--- src/rtl/cia_pkg.sv ---
// ----------------------------------------------------------------------------
// cia_pkg: shared types and codes for the checked integer alu
// operation and width codes, error codes, transaction structs
// ----------------------------------------------------------------------------
package cia_pkg;

  localparam int MaxWidth = 64;
  localparam int DataW    = 64;
  localparam int ShW      = $clog2(DataW);
  localparam int QueueDepth = 4;
  localparam int QueueAw    = $clog2(QueueDepth);

  localparam logic [3:0] ACT_ADD  = 4'd0;
  localparam logic [3:0] ACT_SUB  = 4'd1;
  localparam logic [3:0] ACT_MUL  = 4'd2;
  localparam logic [3:0] ACT_DIV  = 4'd3;
  localparam logic [3:0] ACT_REM  = 4'd4;
  localparam logic [3:0] ACT_AND  = 4'd5;
  localparam logic [3:0] ACT_OR   = 4'd6;
  localparam logic [3:0] ACT_XOR  = 4'd7;
  localparam logic [3:0] ACT_SHL  = 4'd8;
  localparam logic [3:0] ACT_LSHR = 4'd9;
  localparam logic [3:0] ACT_NEG  = 4'd10;
  localparam logic [3:0] ACT_PLUS = 4'd11;
  localparam logic [3:0] ACT_NOT  = 4'd12;

  localparam logic [1:0] ERR_OK   = 2'd0;
  localparam logic [1:0] ERR_DIV0 = 2'd1;
  localparam logic [1:0] ERR_OVF  = 2'd2;

  localparam logic [2:0] WC_8   = 3'd0;
  localparam logic [2:0] WC_16  = 3'd1;
  localparam logic [2:0] WC_32  = 3'd2;
  localparam logic [2:0] WC_64  = 3'd3;
  localparam logic [2:0] WC_PTR = 3'd4;

  localparam logic [1:0] PW_16 = 2'd0;
  localparam logic [1:0] PW_32 = 2'd1;
  localparam logic [1:0] PW_64 = 2'd2;

  typedef struct packed {
    logic [3:0]       action;
    logic [2:0]       width_code;
    logic             is_signed;
    logic [DataW-1:0] lhs;
    logic [DataW-1:0] rhs;
  } in_item_t;

  typedef struct packed {
    logic [DataW-1:0] result;
    logic [1:0]       status;
  } out_item_t;

  // classified item handed from front to back
  typedef struct packed {
    logic [3:0]       action;
    logic             sgn;
    logic [6:0]       w;
    logic [DataW-1:0] mask;
    logic [DataW-1:0] sbit;
    logic [DataW-1:0] a;
    logic [DataW-1:0] b;
    logic             an;
    logic             bn;
    logic [DataW-1:0] ma;
    logic [DataW-1:0] mb;
  } op_t;

  function automatic logic [6:0] width_bits(input logic [2:0] code,
                                            input logic [1:0] pcode);
    logic [6:0] w;
    unique case (code)
      WC_8:   w = 7'd8;
      WC_16:  w = 7'd16;
      WC_32:  w = 7'd32;
      WC_PTR: w = (pcode == PW_16) ? 7'd16 : (pcode == PW_32) ? 7'd32 : 7'd64;
      default: w = 7'd64;
    endcase
    if (w > 7'(MaxWidth)) w = 7'(MaxWidth);
    return w;
  endfunction

endpackage

--- src/rtl/cia_front.sv ---
// ----------------------------------------------------------------------------
// cia_front: operand classification
// resolves width, masks operands, computes signs and magnitudes
// ----------------------------------------------------------------------------
module cia_front (
  input  logic               clk,
  input  logic               rst,
  input  logic               in_valid,
  input  cia_pkg::in_item_t  item,
  input  logic [1:0]         pwc,
  output logic               op_valid,
  output cia_pkg::op_t       op
);

  cia_pkg::op_t op_next;
  logic [6:0] w;
  logic [cia_pkg::DataW-1:0] mask, sbit, a, b;

  always_comb begin
    w    = cia_pkg::width_bits(item.width_code, pwc);
    mask = (w >= 7'd64) ? '1 : ((64'd1 << w[5:0]) - 64'd1);
    sbit = 64'd1 << (w[5:0] - 6'd1);
    a    = item.lhs & mask;
    b    = item.rhs & mask;
    op_next.action = item.action;
    op_next.sgn    = item.is_signed;
    op_next.w      = w;
    op_next.mask   = mask;
    op_next.sbit   = sbit;
    op_next.a      = a;
    op_next.b      = b;
    op_next.an     = item.is_signed && ((a & sbit) != '0);
    op_next.bn     = item.is_signed && ((b & sbit) != '0);
    op_next.ma     = op_next.an ? ((64'd0 - a) & mask) : a;
    op_next.mb     = op_next.bn ? ((64'd0 - b) & mask) : b;
  end

  always_ff @(posedge clk) begin
    if (rst) begin
      op_valid <= 1'b0;
    end else begin
      op_valid <= in_valid;
    end
    op <= op_next;
  end

endmodule

--- config.mk ---
export PLATFORM = sky130hd
export DESIGN_NAME = cia_front
export DESIGN_NICKNAME = d
export VERILOG_FILES = /design/src/rtl/cia_pkg.sv /design/src/rtl/cia_front.sv
export SDC_FILE = /design/constraint.sdc
export NUM_CORES = 1
export LEC_CHECK = 0
export BUFFER_PORTS_ARGS = -buffer_cell sky130_fd_sc_hd__buf_2
export CELL_PAD_IN_SITES_DETAIL_PLACEMENT = 1
export CELL_PAD_IN_SITES_GLOBAL_PLACEMENT = 2
export CORE_ASPECT_RATIO = 0.6
export CORE_MARGIN = 2
export CORE_UTILIZATION = 26
export CTS_BUF_LIST = sky130_fd_sc_hd__clkbuf_16
export DETAILED_ROUTE_END_ITERATION = 10
export GPL_ROUTABILITY_DRIVEN = 0
export PLACE_DENSITY_LB_ADDON = 0.1
export SLEW_MARGIN = 10
export SYNTH_ARGS = -nofsm -noshare
export SYNTH_HDL_FRONTEND = slang
export SYNTH_SLANG_ARGS = --single-unit
--- constraint.sdc ---
create_clock -name clk -period 6.1 [get_ports clk]
set_input_delay 0.61 -clock clk [delete_from_list [all_inputs] [get_ports clk]]
set_output_delay 0.61 -clock clk [all_outputs]
set_load 0.05 [all_outputs]
# Word-level counts from Yosys, hierarchy flattened
# Cells that the tools add are included.
# W data, S select, Z words.
[word_totals]
reg_bits = 399
in_bits = 141
word_cells = 43
[classes]
n_addsub = 4
order_cmp = 2
eq_ne = 4
shift = 2
n_mux = 7
bitwise_logic = 6
reduce_logical = 6
[op_table]
columns = ["cell", "count"]
rows = [
  ["$and A64 B64 Y64", 6],
  ["$mux W64", 3],
  ["$reduce_bool A64 Y1", 2],
  ["$shl A1 B6 Y64 const A", 2],
  ["$sub A1 B64 Y64 const A", 2],
  ["$sub A64 B1 Y64 const B", 1],
  ["$pmux W7 S4", 1],
  ["$mux W7", 3],
  ["$ge A7 B7 Y1 const B", 1],
  ["$gt A7 B7 Y1 const B", 1],
  ["$sub A6 B1 Y6 const B", 1],
  ["$eq A3 B1 Y1 const B", 1],
  ["$eq A3 B2 Y1 const B", 1],
  ["$eq A3 B3 Y1 const B", 1],
  ["$logic_not A3 Y1", 1],
  ["$eq A2 B1 Y1 const B", 1],
  ["$logic_and A1 B1 Y1", 2],
  ["$logic_not A2 Y1", 1],
]

# Depth between registers and ports, before layout
[logic_depth]
ltp_word = 14
ltp_mapped = 20

# Worst setup path before layout
# Ideal clock, no wire load.
[synth_timing]
path_kind = "input port to flip-flop"
from = "in item[130] (netlist name)"
to = "reg op[44] (netlist name)"
arrival_ns = 4.284
t_required_ns = 5.972
setup_slack_ns = 1.688
stages = 20
cell_sequence = "clkbuf_1 nor2_1 inv_1 clkbuf_1 clkbuf_1 ha_1 inv_1 nor2_4 inv_1 clkbuf_1 clkbuf_1 nand2_1 ha_1 nand4_1 a21o_1 nor4b_1 clkbuf_1 a41oi_1 xnor2_1 nor2_1"
[synth_rtl]
columns = ["element", "line", "text"]
rows = [
  ["start: declaration", "cia_front.sv:9", "input cia_pkg::in_item_t item,"],
  ["end signal: assignment", "cia_front.sv:44", "op <= op_next;"],
  ["end: declaration", "cia_front.sv:12", "output cia_pkg::op_t op"],
]

==> results.md <==
* Core area at 43600 sq um
* Layout cells sized above 1 at 32.8%
* Die Area at 46300 sq um
* # resized after CTS at 0
* Routed length per instance at 19.8 microns
* CP Cell Sequence: buf_2 > o31a_1 > nor2_2 > buf_4 > inv_1 > ha_1 > inv_1 > nor2_4 > inv_1 > buf_4 > nand2_1 > ha_1 > inv_1 > a211o_1 > or4_4 > o41ai_1 > xor2_1 > nor2_1
* Max-cap violation count at 0
* Max Buffers Root-to-Sink at 3
* Fin. max-slew vios at 0
* Clock root buffer: clkbuf_16
* Area after DPL at 14000 sq um
* NumNets Final at 1818
* Achievable Freq at 221 MHz
* Worst slew pin tran at 1010 ps
* CP max-delay cell: o41ai_1
* Worst Path Required at 6530 ps
* Non-filler cells, final at 2268
* Die width at 276 microns
* Synth area leaders: dfxtp_1 (50%), buf_4 (7.3%), nor2_1 (5.4%)
* Ys Warns at 0
* Ys flop type: dfxtp_1
* WHS Path Cells at 1
* Final Hold Slack at 143 ps
* RSZ-0062 raised after global routing: no
* Vias in the first global route at 10200
* Synth cell types at 63
* Hold crit path type: input pin to flip-flop
* DRC at 0
* Period Utilization, post-route at 74.3%
* Post-route ant nets at 0
* DP Cell Count at 2218
* First-pass GRT wire length at 67600 microns
* HPWL Detailed at 34300 microns
* Buffers on Ports at 480
* Yosys top cell area share at 49.6%
* Final TNS setup at 0 ps
* Setup violators final at 0
* Min Clock Period, post-route at 4530 ps
* P_leak at 6.93 nW
* WP data arrival at 4960 ps
* TritonCTS clock tree: built
* I/O pins at 540
* Crit Path Category: input pin to flip-flop
* Register area share after synthesis at 49.6%
* Mean Syn Cell Area at 9.26 sq um
* PwrDens at 375 nW/um^2
* Initial antenna violation count at 1
* # rows at 59
* Initial core utilization at 26.5%
* CTS Hold Bufs at 0
* Count of final hold-check violations at 0
* Startpoint types: input pin
* Post-synth EDFFs at 0
* Area Overhead vs Synth at 29.3%
* Die Y at 167 microns
* Post-CTS Setup Bufs at 0
* DR vias/cell at 4.42
* Netlist Area Pre-Place at 11600 sq um
* WL final at 44800 microns
* Asr flop ratio synth at 0%
* CTS buffer count at 30
* Clock transition at path regs at 60 ps
* Clock Sinks at 287
* Htree depth at 1
* Endpoint with the worst hold slack: op[396]
* Pin count of the biggest net entering global routing at 64
* Initial DRT Pass Iterations at 5
* Total Routing Usage GR at 18.9%
* GR Overflow Total at 0
* Status: complete, no violations
* Antenna cells at 0
* Post-synthesis cell count at 1250
* CP endpoint kind: flip-flop
* Cell taking the most area after synthesis: dfxtp_1
* IR drop worst, VDD at 150 uV
* Slew margin rel. at 32.3%
* Max FO, Critical Path at 25
* Number of DRC markers in iteration 0 at 554
* Hold path start: item[134]
* Via count at 10000
* Synthesized flop and latch total at 287
* Cell with the most instances on the worst path: inv_1
* Final Instance Area at 15000 sq um
* Max incr delay on CP at 600 ps
==> placed cells by master (no fill, tap or decap), types with 4 or more instances in the layout <==
master / instances
nor4_1: 16
xnor2_1: 68
conb_1: 61
buf_2: 480
nand3_1: 14
and2_1: 95
or4_1: 16
o41ai_1: 12
clkinv_1: 4
a41oi_1: 18
o211ai_1: 5
inv_1: 48
o21a_1: 5
o31ai_1: 20
dfxtp_1: 287
a21oi_1: 37
ha_1: 6
a31oi_1: 32
buf_4: 16
nor2_1: 165
nor3_1: 25
clkbuf_16: 31
xor2_1: 43
nor2b_1: 5
nand2b_1: 9
o21ai_0: 33
and3_1: 18
or3_1: 14
nand2_1: 44
==> where the power goes <==
group | switching [mW] | total (mW) | leakage [nW] | internal, mW
Sequential | 0.0526 | 2.12 | 2.41 | 2.07
Clock | 0.758 | 1.79 | 0.492 | 1.03
Combinational | 1.35 | 1.71 | 4.03 | 0.357
Total | 2.16 | 5.62 | 6.93 | 3.46
==> per-layer routing <==
metal / global-route usage [%] / vias to the layer above / wire, microns
met2: 31.0 / 273 / 20800
met1: 25.7 / 4812 / 20900
li1: - / 4886 / -
met5: 0 / - / 0
met3: 3.91 / 45 / 2290
met4: 3.49 / 0 / 752
==> how the worst max path moves through the flow <==
stage / slack, ps / end / startpoint / depth (start not counted)
2_1_floorplan: 1690 / op[44] / item[130] / 20
3_3_place_gp: 1060 / op[122] / item[129] / 19
3_5_place_dp: 940 / op[126] / item[131] / 18
4_1_cts: 1540 / op[126] / item[131] / 18
5_1_grt: 1120 / op[34] / item[131] / 17
6_report: 1570 / op[120] / item[131] / 18
==> per-stage QoR <==
step | utilization [%] | setup slack (ps) | power [mW]
after floorplan | - | 1690 | 3.47
after global placement | 32.2 | 1060 | 3.89
after detailed placement | 32.2 | 939 | 3.89
after CTS | 34.3 | 1540 | 5.72
after global routing | 34.3 | 1120 | 5.89
final | 34.3 | 1570 | 5.62
==> flip-flops by register name, indices dropped and copies added, names as in the netlist <==
name and cells:
op 286, op_valid 1
==> logic make-up (layout without fill, tap and decap cells) <==
| group | count (synthesis) | count (layout) | share of synthesized area, % |
|---|---|---|---|
| and+or+nand+nor | 449 | 449 | 20.0 |
| buffers and inverters | 207 | 586 | 10.4 |
| other | 1 | 61 | 0.0324 |
| xor gates and xnor gates | 111 | 111 | 8.40 |
| muxes | 3 | 3 | 0.281 |
| DFF | 287 | 287 | 49.6 |
| adders and majority gates | 6 | 6 | 0.648 |
| AOI/OAI and AO/OA | 186 | 186 | 10.7 |
==> worst max-delay path: cells and delay by family <==
kind            cells  cell delay (ps)
compound gates      3             1180
simple gates        5             1130
buf+inv             7             1350
xor+xnor            1              210
fa+ha+maj           2              460
==> Yosys cell counts (all sizes together) (6+ instances only) <==
| master | instances |
|---|---|
| nor3 | 25 |
| nor2 | 170 |
| a41oi | 18 |
| o41ai | 12 |
| nor4 | 17 |
| nand2b | 9 |
| clkbuf | 51 |
| and3 | 18 |
| o31ai | 21 |
| buf | 116 |
| dfxtp | 287 |
| o21ai | 35 |
| nand2 | 44 |
| a21oi | 37 |
| xnor2 | 68 |
| nand3 | 14 |
| ha | 6 |
| inv | 39 |
| a31oi | 32 |
| xor2 | 43 |
| and2 | 95 |
| or3 | 14 |
| or4 | 17 |
==> cell type report <==
type                    count  area, sq um
well taps                 579          724
flip-flops and latches    287         5750
fillers                  5183        28700
repair buffers            496         2520
clock buffers              31          776
inverters                  40          150
multi-input cells         816         4900
clock inverters            19          155
(Power assumes the default switching activity.)
